<file path="src/hdl/wildcard_name_matcher_macros.svh">
// Assertion macros shared by the matcher RTL.
// Synthesis builds see empty bodies.
`ifndef WILDCARD_NAME_MATCHER_MACROS_SVH
`define WILDCARD_NAME_MATCHER_MACROS_SVH

`ifndef SYNTHESIS

// The consequent must hold in the same cycle as the antecedent.
`define WNM_ASSERT_SAME(lbl, clk, rst, ante, cons) \
   lbl: assert property (@(posedge clk) disable iff (rst) (ante) |-> (cons)) \
      else $error("wildcard_name_matcher: assertion failed");

// The consequent must hold in the cycle after the antecedent.
`define WNM_ASSERT_NEXT(lbl, clk, rst, ante, cons) \
   lbl: assert property (@(posedge clk) disable iff (rst) (ante) |=> (cons)) \
      else $error("wildcard_name_matcher: assertion failed");

`else

`define WNM_ASSERT_SAME(lbl, clk, rst, ante, cons)
`define WNM_ASSERT_NEXT(lbl, clk, rst, ante, cons)

`endif

`endif

</file>
<file path="src/hdl/wnm_pkg.sv">
package wnm_pkg;

   // Default number of mask bytes the store holds.
   localparam int MASK_DEPTH_DEFAULT = 256;

   // Characters with a special meaning.
   localparam logic [7:0] CH_STAR    = 8'h2a;
   localparam logic [7:0] CH_QMARK   = 8'h3f;
   localparam logic [7:0] CH_DOT     = 8'h2e;
   localparam logic [7:0] CH_LOWER_A = 8'h61;
   localparam logic [7:0] CH_LOWER_Z = 8'h7a;
   localparam logic [7:0] CASE_DELTA = 8'h20;

   // Length of the "*.*" mask, and the saturation point of the dot counter.
   localparam int         SDS_LEN    = 3;
   localparam logic [1:0] DOTS_MAX   = 2'd3;

   // Item kinds on the request channel.
   typedef enum logic [1:0] {
      KIND_MASK  = 2'd0,
      KIND_NAME  = 2'd1,
      KIND_CLEAR = 2'd2,
      KIND_RSVD  = 2'd3
   } kind_type;

   // One item presented to the processing logic, with its step enable.
   typedef struct packed {
      logic       fire;
      kind_type   kind;
      logic [7:0] char_value;
      logic       last;
   } step_type;

   // Fold lower-case ASCII letters onto upper case; other bytes pass as they are.
   function automatic logic [7:0] fold_case(input logic [7:0] c);
      logic [7:0] r;
      r = c;
      if (c >= CH_LOWER_A && c <= CH_LOWER_Z) begin
         r = c - CASE_DELTA;
      end
      return r;
   endfunction

endpackage

</file>
<file path="src/hdl/wnm_ram.sv">
module wnm_ram #(
   parameter int WIDTH = 8,
   parameter int DEPTH = 256,
   localparam int AW = $clog2(DEPTH)
) (
   input  logic             clock,
   input  logic             wr_en,
   input  logic [AW-1:0]    wr_addr,
   input  logic [WIDTH-1:0] wr_data,
   input  logic [AW-1:0]    rd_addr_a,
   output logic [WIDTH-1:0] rd_data_a,
   input  logic [AW-1:0]    rd_addr_b,
   output logic [WIDTH-1:0] rd_data_b
);

   logic [WIDTH-1:0] mem_ff [DEPTH];
   logic [WIDTH-1:0] rd_data_a_ff;
   logic [WIDTH-1:0] rd_data_b_ff;

   // One write port, two read ports with registered data (old data on a collision).
   always_ff @(posedge clock) begin
      if (wr_en) begin
         mem_ff[wr_addr] <= wr_data;
      end
      rd_data_a_ff <= mem_ff[rd_addr_a];
      rd_data_b_ff <= mem_ff[rd_addr_b];
   end

   assign rd_data_a = rd_data_a_ff;
   assign rd_data_b = rd_data_b_ff;

endmodule

</file>
<file path="src/hdl/wnm_mask_store.sv">
module wnm_mask_store #(
   parameter int MASK_DEPTH = wnm_pkg::MASK_DEPTH_DEFAULT,
   localparam int LEN_W = $clog2(MASK_DEPTH + 1)
) (
   input  logic              clock,
   input  logic              reset,
   input  wnm_pkg::step_type step,
   input  logic [LEN_W-1:0]  rd_pos,
   output logic [LEN_W-1:0]  mask_len,
   output logic              star_dot_star,
   output logic [7:0]        mask_a,
   output logic [7:0]        mask_b
);

   import wnm_pkg::*;

   localparam int AW = $clog2(MASK_DEPTH);

   logic [LEN_W-1:0] load_ptr_ff;
   logic [LEN_W-1:0] load_ptr_in;
   logic [LEN_W-1:0] len_ff;
   logic [LEN_W-1:0] len_in;
   logic             pat_ff;
   logic             pat_in;
   logic             sds_ff;
   logic             sds_in;
   logic             hit_a_ff;
   logic             hit_a_in;
   logic             hit_b_ff;
   logic             hit_b_in;
   logic [7:0]       wr_data_ff;

   logic             wr_en;
   logic [AW-1:0]    wr_addr;
   logic [AW-1:0]    rd_addr_a;
   logic [AW-1:0]    rd_addr_b;
   logic [LEN_W-1:0] rd_pos_next;
   logic [7:0]       ram_a;
   logic [7:0]       ram_b;
   logic [7:0]       expect_char;
   logic             pat_hit;

   wnm_ram #(
      .WIDTH (8),
      .DEPTH (MASK_DEPTH)
   ) u_ram (
      .clock     (clock),
      .wr_en     (wr_en),
      .wr_addr   (wr_addr),
      .wr_data   (step.char_value),
      .rd_addr_a (rd_addr_a),
      .rd_data_a (ram_a),
      .rd_addr_b (rd_addr_b),
      .rd_data_b (ram_b)
   );

   // Store write and the two reads at the position the name reaches next.
   always_comb begin
      wr_en       = step.fire && step.kind == KIND_MASK && load_ptr_ff < LEN_W'(MASK_DEPTH);
      wr_addr     = load_ptr_ff[AW-1:0];
      rd_pos_next = rd_pos + LEN_W'(1);
      rd_addr_a   = rd_pos[AW-1:0];
      rd_addr_b   = rd_pos_next[AW-1:0];
      hit_a_in    = wr_en && wr_addr == rd_addr_a;
      hit_b_in    = wr_en && wr_addr == rd_addr_b;
   end

   // Track whether the mask being loaded so far spells "*.*".
   always_comb begin
      if (load_ptr_ff == LEN_W'(0)) begin
         expect_char = CH_STAR;
      end else if (load_ptr_ff == LEN_W'(1)) begin
         expect_char = CH_DOT;
      end else begin
         expect_char = CH_STAR;
      end
      pat_hit = load_ptr_ff < LEN_W'(SDS_LEN) && step.char_value == expect_char &&
                (load_ptr_ff == LEN_W'(0) || pat_ff);
   end

   // Load pointer, mask length and the "*.*" flag.
   always_comb begin
      load_ptr_in = load_ptr_ff;
      len_in      = len_ff;
      pat_in      = pat_ff;
      sds_in      = sds_ff;
      if (step.fire && step.kind == KIND_MASK) begin
         if (wr_en) begin
            load_ptr_in = load_ptr_ff + LEN_W'(1);
            pat_in      = pat_hit;
         end
         if (step.last) begin
            len_in      = load_ptr_in;
            sds_in      = load_ptr_in == LEN_W'(SDS_LEN) && pat_in;
            load_ptr_in = '0;
         end
      end else if (step.fire && step.kind == KIND_CLEAR) begin
         load_ptr_in = '0;
         len_in      = '0;
         sds_in      = 1'b0;
      end
   end

   always_ff @(posedge clock) begin
      if (reset) begin
         load_ptr_ff <= '0;
         len_ff      <= '0;
         pat_ff      <= 1'b0;
         sds_ff      <= 1'b0;
         hit_a_ff    <= 1'b0;
         hit_b_ff    <= 1'b0;
      end else begin
         load_ptr_ff <= load_ptr_in;
         len_ff      <= len_in;
         pat_ff      <= pat_in;
         sds_ff      <= sds_in;
         hit_a_ff    <= hit_a_in;
         hit_b_ff    <= hit_b_in;
      end
   end

   always_ff @(posedge clock) begin
      wr_data_ff <= step.char_value;
   end

   // A byte written in the same cycle as its read is forwarded.
   assign mask_a        = hit_a_ff ? wr_data_ff : ram_a;
   assign mask_b        = hit_b_ff ? wr_data_ff : ram_b;
   assign mask_len      = len_ff;
   assign star_dot_star = sds_ff;

endmodule

</file>
<file path="src/hdl/wnm_name_track.sv">
module wnm_name_track #(
   parameter int MASK_DEPTH = wnm_pkg::MASK_DEPTH_DEFAULT,
   localparam int LEN_W = $clog2(MASK_DEPTH + 1)
) (
   input  logic              clock,
   input  logic              reset,
   input  wnm_pkg::step_type step,
   input  logic [LEN_W-1:0]  mask_len,
   input  logic              star_dot_star,
   input  logic [7:0]        mask_a,
   input  logic [7:0]        mask_b,
   output logic [LEN_W-1:0]  rd_pos,
   output logic              step_done,
   output logic              name_match
);

   import wnm_pkg::*;

   logic [LEN_W-1:0] pos_ff;
   logic [LEN_W-1:0] pos_in;
   logic             skip_ff;
   logic             skip_in;
   logic             fix_ff;
   logic             fix_in;
   logic             val_ff;
   logic             val_in;
   logic [1:0]       dots_ff;
   logic [1:0]       dots_in;
   logic             all_dots_ff;
   logic             all_dots_in;

   logic [7:0]       fc;
   logic [7:0]       f0;
   logic [7:0]       f1;
   logic [LEN_W-1:0] pos_p1;
   logic [LEN_W-1:0] pos_p2;
   logic [LEN_W-1:0] adv_pos;
   logic             adv_skip;
   logic             adv_fix;
   logic             adv_val;
   logic             adv_done;
   logic [1:0]       dots_next;
   logic             all_dots_next;
   logic             is_name;
   logic             restart;

   // One name byte against mask[pos] and mask[pos+1]. A '*' name byte facing
   // a run of '*' in the mask may need further passes over the same byte.
   always_comb begin
      fc       = fold_case(step.char_value);
      f0       = fold_case(mask_a);
      f1       = fold_case(mask_b);
      pos_p1   = pos_ff + LEN_W'(1);
      pos_p2   = pos_ff + LEN_W'(2);
      adv_pos  = pos_ff;
      adv_skip = skip_ff;
      adv_fix  = fix_ff;
      adv_val  = val_ff;
      adv_done = 1'b1;
      if (!fix_ff) begin
         if (skip_ff) begin
            if (pos_ff >= mask_len) begin
               adv_skip = 1'b0;
               adv_fix  = 1'b1;
               adv_val  = 1'b0;
            end else if (f0 == fc) begin
               adv_skip = 1'b0;
               adv_pos  = pos_p1;
               if (mask_a == CH_STAR) begin
                  if (pos_p1 >= mask_len) begin
                     adv_fix = 1'b1;
                     adv_val = 1'b1;
                  end else begin
                     adv_skip = 1'b1;
                     adv_done = mask_b != CH_STAR;
                  end
               end
            end
         end else begin
            if (pos_ff >= mask_len) begin
               adv_fix = 1'b1;
               adv_val = 1'b0;
            end else if (mask_a == CH_STAR) begin
               adv_pos = pos_p1;
               if (pos_p1 >= mask_len) begin
                  adv_fix = 1'b1;
                  adv_val = 1'b1;
               end else if (f1 != fc) begin
                  adv_skip = 1'b1;
               end else begin
                  adv_pos = pos_p2;
                  if (mask_b == CH_STAR) begin
                     if (pos_p2 >= mask_len) begin
                        adv_fix = 1'b1;
                        adv_val = 1'b1;
                     end else begin
                        adv_skip = 1'b1;
                        adv_done = 1'b0;
                     end
                  end
               end
            end else if (mask_a != CH_QMARK && f0 != fc) begin
               adv_fix = 1'b1;
               adv_val = 1'b0;
            end else begin
               adv_pos = pos_p1;
            end
         end
      end
   end

   // Dot bookkeeping for the special names "." and "..".
   always_comb begin
      dots_next     = dots_ff;
      all_dots_next = all_dots_ff;
      if (step.char_value == CH_DOT) begin
         if (dots_ff != DOTS_MAX) begin
            dots_next = dots_ff + 2'd1;
         end
      end else begin
         all_dots_next = 1'b0;
      end
   end

   // Verdict for a name that ends with this byte.
   always_comb begin
      if (all_dots_next && (dots_next == 2'd1 || dots_next == 2'd2)) begin
         name_match = 1'b0;
      end else if (star_dot_star) begin
         name_match = 1'b1;
      end else if (adv_fix) begin
         name_match = adv_val;
      end else begin
         name_match = !adv_skip && adv_pos == mask_len;
      end
   end

   // State update: restart on a new mask, a cleared mask or a finished name.
   always_comb begin
      is_name   = step.kind == KIND_NAME;
      step_done = !is_name || adv_done;
      restart   = step.fire && ((step.kind == KIND_MASK && step.last) ||
                                step.kind == KIND_CLEAR ||
                                (is_name && adv_done && step.last));
      pos_in      = pos_ff;
      skip_in     = skip_ff;
      fix_in      = fix_ff;
      val_in      = val_ff;
      dots_in     = dots_ff;
      all_dots_in = all_dots_ff;
      if (restart) begin
         pos_in      = '0;
         skip_in     = 1'b0;
         fix_in      = 1'b0;
         val_in      = 1'b0;
         dots_in     = '0;
         all_dots_in = 1'b1;
      end else if (step.fire && is_name) begin
         pos_in  = adv_pos;
         skip_in = adv_skip;
         fix_in  = adv_fix;
         val_in  = adv_val;
         if (adv_done) begin
            dots_in     = dots_next;
            all_dots_in = all_dots_next;
         end
      end
   end

   always_ff @(posedge clock) begin
      if (reset) begin
         pos_ff      <= '0;
         skip_ff     <= 1'b0;
         fix_ff      <= 1'b0;
         val_ff      <= 1'b0;
         dots_ff     <= '0;
         all_dots_ff <= 1'b1;
      end else begin
         pos_ff      <= pos_in;
         skip_ff     <= skip_in;
         fix_ff      <= fix_in;
         val_ff      <= val_in;
         dots_ff     <= dots_in;
         all_dots_ff <= all_dots_in;
      end
   end

   // The store reads at the next position so its data lines up with pos_ff.
   assign rd_pos = pos_in;

endmodule

</file>
<file path="src/hdl/wildcard_name_matcher.sv">
// Channel  Direction  Handshake            Beat contents
// req      in         req_valid/req_ready  req_kind, req_byte_value, req_last
// rsp      out        rsp_valid/rsp_ready  rsp_match
//
// Each request beat is held in an input register and handled there, against mask
// bytes read ahead from a two-read-port RAM with registered read data.
// A new beat is taken every cycle while the held beat moves on; a name byte '*' that meets
// a run of '*' in the mask may need further passes, and stays held for them.
// A result beat waits in an output register; a name's last byte stalls only while
// that register is full and not being taken. Reset is synchronous, active high;
// the mask store itself is not cleared.
module wildcard_name_matcher #(
   parameter int MASK_DEPTH = wnm_pkg::MASK_DEPTH_DEFAULT
) (
   input  logic       clock,
   input  logic       reset,
   input  logic       req_valid,
   output logic       req_ready,
   input  logic [1:0] req_kind,
   input  logic [7:0] req_byte_value,
   input  logic       req_last,
   output logic       rsp_valid,
   input  logic       rsp_ready,
   output logic       rsp_match
);

   import wnm_pkg::*;

   `include "wildcard_name_matcher_macros.svh"

   localparam int LEN_W = $clog2(MASK_DEPTH + 1);

   logic             s1_valid_ff;
   logic             s1_valid_in;
   kind_type         s1_kind_ff;
   logic [7:0]       s1_char_ff;
   logic             s1_last_ff;
   logic             rsp_valid_ff;
   logic             rsp_valid_in;
   logic             rsp_match_ff;

   step_type         step;
   logic             out_ok;
   logic             step_done;
   logic             consume;
   logic             result_event;
   logic             name_match;
   logic             take;
   logic [LEN_W-1:0] rd_pos;
   logic [LEN_W-1:0] mask_len;
   logic             star_dot_star;
   logic [7:0]       mask_a;
   logic [7:0]       mask_b;

   // A name's last byte may go only when the output register can take the result.
   always_comb begin
      out_ok = !(s1_kind_ff == KIND_NAME && s1_last_ff) || !rsp_valid_ff || rsp_ready;
      step.fire       = s1_valid_ff && out_ok;
      step.kind       = s1_kind_ff;
      step.char_value = s1_char_ff;
      step.last       = s1_last_ff;
      consume         = step.fire && step_done;
      result_event    = consume && s1_kind_ff == KIND_NAME && s1_last_ff;
      req_ready       = !s1_valid_ff || consume;
      take            = req_valid && req_ready;
      s1_valid_in     = take || (s1_valid_ff && !consume);
      rsp_valid_in    = result_event || (rsp_valid_ff && !rsp_ready);
   end

   // Input register.
   always_ff @(posedge clock) begin
      if (reset) begin
         s1_valid_ff <= 1'b0;
      end else begin
         s1_valid_ff <= s1_valid_in;
      end
   end

   always_ff @(posedge clock) begin
      if (take) begin
         s1_kind_ff <= kind_type'(req_kind);
         s1_char_ff <= req_byte_value;
         s1_last_ff <= req_last;
      end
   end

   // Output register.
   always_ff @(posedge clock) begin
      if (reset) begin
         rsp_valid_ff <= 1'b0;
      end else begin
         rsp_valid_ff <= rsp_valid_in;
      end
   end

   always_ff @(posedge clock) begin
      if (result_event) begin
         rsp_match_ff <= name_match;
      end
   end

   wnm_mask_store #(
      .MASK_DEPTH (MASK_DEPTH)
   ) u_mask_store (
      .clock         (clock),
      .reset         (reset),
      .step          (step),
      .rd_pos        (rd_pos),
      .mask_len      (mask_len),
      .star_dot_star (star_dot_star),
      .mask_a        (mask_a),
      .mask_b        (mask_b)
   );

   wnm_name_track #(
      .MASK_DEPTH (MASK_DEPTH)
   ) u_name_track (
      .clock         (clock),
      .reset         (reset),
      .step          (step),
      .mask_len      (mask_len),
      .star_dot_star (star_dot_star),
      .mask_a        (mask_a),
      .mask_b        (mask_b),
      .rd_pos        (rd_pos),
      .step_done     (step_done),
      .name_match    (name_match)
   );

   assign rsp_valid = rsp_valid_ff;
   assign rsp_match = rsp_match_ff;

   // A finished name shows up in the output register with its verdict.
   `WNM_ASSERT_NEXT(a_result_loaded, clock, reset, result_event,
                    rsp_valid_ff && rsp_match_ff == $past(name_match))
   // Only a name byte '*' ever needs another pass.
   `WNM_ASSERT_SAME(a_extra_pass_star, clock, reset, s1_valid_ff && !step_done,
                    s1_kind_ff == KIND_NAME && s1_char_ff == CH_STAR)
   // A byte that needs another pass stays in the input register.
   `WNM_ASSERT_NEXT(a_extra_pass_held, clock, reset, step.fire && !step_done,
                    s1_valid_ff && $stable(s1_char_ff) && $stable(s1_last_ff))
   // Clearing the mask leaves it empty.
   `WNM_ASSERT_NEXT(a_clear_empty, clock, reset, step.fire && s1_kind_ff == KIND_CLEAR,
                    mask_len == LEN_W'(0) && !star_dot_star)

endmodule

</file>
<file path="config.mk">
export PLATFORM = sky130hd
export DESIGN_NAME = wildcard_name_matcher
export DESIGN_NICKNAME = d
export VERILOG_FILES = /design/src/hdl/wnm_pkg.sv /design/src/hdl/wnm_ram.sv /design/src/hdl/wnm_mask_store.sv /design/src/hdl/wnm_name_track.sv /design/src/hdl/wildcard_name_matcher.sv
export VERILOG_INCLUDE_DIRS = /design/src /design/src/hdl
export SDC_FILE = /design/constraint.sdc
export NUM_CORES = 2
export LEC_CHECK = 0
export BUFFER_PORTS_ARGS = -buffer_cell sky130_fd_sc_hd__clkbuf_2
export CORE_MARGIN = 5
export CORE_UTILIZATION = 35
export DETAILED_ROUTE_END_ITERATION = 16
export MAX_ROUTING_LAYER = met4
export PLACE_DENSITY_LB_ADDON = 0.25
export SLEW_MARGIN = 20
export SYNTH_ARGS = -nofsm -noshare
export SYNTH_HDL_FRONTEND = slang
export SYNTH_SLANG_ARGS = --single-unit
</file>
<file path="constraint.sdc">
create_clock -name clock -period 12.5 [get_ports clock]
set_input_delay 1.25 -clock clock [delete_from_list [all_inputs] [get_ports clock]]
set_output_delay 1.25 -clock clock [all_outputs]
set_load 0.01 [all_outputs]
</file>
==> summary.md <==
| Metric | Value |
|---|---|
| Outcome | completed |
| Inserted Clock Buffers | 236 |
| Max-cap violations | 0 |
| Critical Path RT | 13.37 ns |
| Power per standard cell area | 131 nW/µm² |
| Post_cts resized | 0 |
| Routability Congestion | roughly 1 |
| TritonCTS clock tree | built |
| Final core utilization | 0.390 |
| Syn Area/Cell | 12.7 µm² |
| GR Overflow Total | 0 |
| First-pass iteration count of the detailed router | 8 |
| Synth cell types | 114 |
| WL per Instance | 33.8 µm |
| Row count | 201 |
| Clock power share | 0.465 |
| Clock slew at reported path FFs | 0.06 ns |
| Tcrit/Tclk final | 0.788 |
| Die Span Y | 559 µm |
| Worst Setup Start Kind | register |
| Lkg Pwr | 0.0379 µW |
| Post-detail-place hpwl | ~260,000 µm |
| Total Die Area | 313,000 µm² |
| Internal power | 12,000 µW |
| Global-route wire length before repair | 574,000 µm |
| Post-CTS Setup Bufs | 0 |
| Worst skew pair latency | approximately 0.94 ns |
| Setup violations, final | 0 |
| Worst VDD drop | 127 µV |
| Syn_nets | ~8.3k |
| Gr usage total | 0.261 |
| Most frequent cell after synthesis | edfxtp_1 |
| Crit Path Max Fanout | 58 |
| Critical Path End Type | register |
| Post-synthesis register bit count | 2,123 |
| Post-synthesis sequential area ratio | 0.598 |
| Core ar. | ~300,000 µm² |
| Crit path DAT | between 10 and 15 ns |
| Io pins | 18 |
| Nets | roughly 8.1k |
| Hold Fails Final Rpt | 0 |
| Antenna violations before repair | 27 |
| Routed WL | approximately 410,000 µm |
| Clock skew | 0.0804 ns |
| Vias per std cell | 6.28 |
| Filler cells | 28.2k |
| Cts hold-fix bufs | 0 |
| Post-synth EDFFs | about 2.1k |
| Switching Fraction | 0.219 |
| Area grow syn2layout | 11.0% |
| Total number of vias | 76.9k |
| Switch Pwr | 3350 µW |
| Synth cell count leaders | edfxtp_1, nand2_1, nand3_1 |
| Max Buffers Root-to-Sink | 4 |
| # DRC | 0 |
| Final Non-Filler Cells | between 10k and 15k |
| Clock root cell | clkbuf_16 |
| Initial Util | 0.352 |
| FFs w/ async S/R, synth | 0 |
| Sequential share of power | 0.515 |
| Post-DRT Antenna Nets | 0 |
| Vias in the first global route | 71.6k |
| Largest net degree at the start of global routing | 192 |
| Top_reg_cell synth | edfxtp_1 |
| Violation count after the first detailed-route iteration | 12.0k |
| Slew margin rel. | 0.153 |
| Hold Path Class | register to register |
| Syn Inst Count | around 8.3k |
| Share of the synthesized area in the top cell type | 0.586 |
| Port bufs | 17 |
| Power share of the combinational group | 0.020 |
| RSZ-0062 raised after global routing | no |
| # clock sinks | 2,123 |
| Syn Std Cell Area | 106,000 µm² |
| Number of H-tree levels | 4 |
| Max Slew Vio Count | 0 |
| Placed cell count | 11.8k |
| Layout cells sized above 1 | 0.147 |
| Fmax | 102 MHz |
| Critical path class | register to register |
| Setup TNS | 0 ns |
| Yosys Warn Count | 0 |
| Die width | 559 µm |
| Actual slew at the worst max-slew pin | ~1.3 ns |
| Synth area leaders | edfxtp_1, mux4_2, nand2_1 |
| Synth area leader | edfxtp_1 |
| Minimum clock period | slightly below 10 ns |
-- flip-flops by register name, indices dropped and copies added (netlist names), 2 cells and up --
signal / count
s1_char_ff: 8
u_mask_store.u_ram.rd_data_a: 8
u_name_track.pos_ff: 9
s1_kind_ff: 2
u_mask_store.wr_data_ff: 8
u_mask_store.u_ram.rd_data_b: 8
u_mask_store.load_ptr_ff: 9
u_name_track.dots_ff: 2
u_mask_store.mask_len: 9
u_mask_store.u_ram.mem_ff: 2048
-- final timing paths --
| kind | cells after the start | to | slack (ns) | start |
|---|---|---|---|---|
| worst max-delay path | 16 | u_mask_store.u_ram.rd_data_b[4] | 2.65 | s1_char_ff[4] |
| worst min-delay path | 2 | u_mask_store.star_dot_star | 0.46 | u_mask_store.star_dot_star |
| worst max register to register | 16 | u_mask_store.u_ram.rd_data_b[4] | 2.65 | s1_char_ff[4] |
| worst min register to register | 2 | u_mask_store.star_dot_star | 0.46 | u_mask_store.star_dot_star |
-- logic make-up (layout without fill, tap and decap cells) --
| family | after synthesis | count (layout) | share of synthesized area |
|---|---|---|---|
| xor+xnor | 65 | 65 | 0.00575 |
| mux | 944 | 944 | 0.152 |
| flops | 2123 | 2123 | 0.598 |
| fa+ha+maj | 36 | 36 | 0.00427 |
| other cells | 0 | 25 | 0 |
| compound gates | 801 | 801 | 0.0562 |
| simple gates | 3628 | 3628 | 0.151 |
| buf+inv | 694 | 676 | 0.0334 |
-- power groups by stage --
stage	logic [µW]	registers, µW	clock network, µW
2_1_floorplan	69.3	8140	0
3_3_place_gp	284	8040	0
3_5_place_dp	292	8050	0
4_1_cts	291	7890	7180
5_1_grt	310	7890	7470
6_report	300	7900	7130
-- placed cells by master (no fill, tap or decap), types with 16 or more instances in the layout --
cell type / instances
nor4_1: 46
nand3_1: 953
xor2_1: 18
nor3_1: 54
a22oi_1: 36
o22ai_1: 40
clkbuf_2: 17
ha_1: 35
a211oi_1: 74
clkinv_1: 48
o2111ai_1: 33
bufinv_16: 27
nand2_1: 1838
a31oi_1: 105
nor2_1: 377
dfxtp_1: 63
a311oi_1: 53
mux4_2: 523
a32oi_1: 57
a2111oi_0: 46
buf_12: 26
buf_4: 160
diode_2: 25
clkinvlp_4: 16
nand4_1: 30
clkinv_2: 44
mux2i_1: 407
edfxtp_1: 2060
o211ai_1: 24
a21oi_1: 118
o21ai_0: 56
clkbuf_16: 237
clkbuf_1: 36
xnor2_1: 42
and3_1: 157
or3_1: 17
inv_1: 35
-- worst max-delay path, stage by stage (launching register included) --
cell	delay, ns
edfxtp_1	1.08
buf_4	0.66
nor3b_2	0.37
o31ai_1	0.19
or3_4	0.49
a2111oi_4	0.48
nand4b_1	0.26
a21boi_2	0.82
o21a_4	0.78
buf_4	0.67
nand4_1	0.71
nand2_8	0.85
mux2i_1	0.28
a32oi_1	0.69
a311oi_1	0.30
o21ai_1	0.77
o2111a_1	0.29
-- layer usage --
layer,vias to the layer above,wire (µm),track usage
li1,31400,-,-
met1,39600,163000,0.350
met2,5052,183000,0.381
met3,846,47800,0.0636
met4,0,20700,0.109
met5,-,0,-
-- cell type report --
cell class	instances	area [µm²]	area share
Sequential cell	2123	63100	0.538
Multi-Input combinational cell	5474	39400	0.336
Clock buffer	277	6120	0.0522
Tap cell	3958	4950	0.0422
Timing Repair Buffer	206	1830	0.0156
Clock inverter	155	1640	0.0140
Inverter	38	163	0.00139
Antenna cell	25	62.6	0.000534
-- stage by stage --
step / cell area (µm²) / hold slack [ns] / worst slack [ns] / total power [µW]
6_report: 117000 / 0.462 / 2.65 / 15300
5_1_grt: 117000 / 0.494 / 2.53 / 15700
4_1_cts: 117000 / 0.470 / 3.07 / 15400
3_5_place_dp: 109000 / 0.450 / 3.07 / 8340
3_3_place_gp: 109000 / 0.439 / 2.84 / 8330
2_1_floorplan: 106000 / 0.428 / 2.45 / 8210
Power figures use the tool's default switching activity.
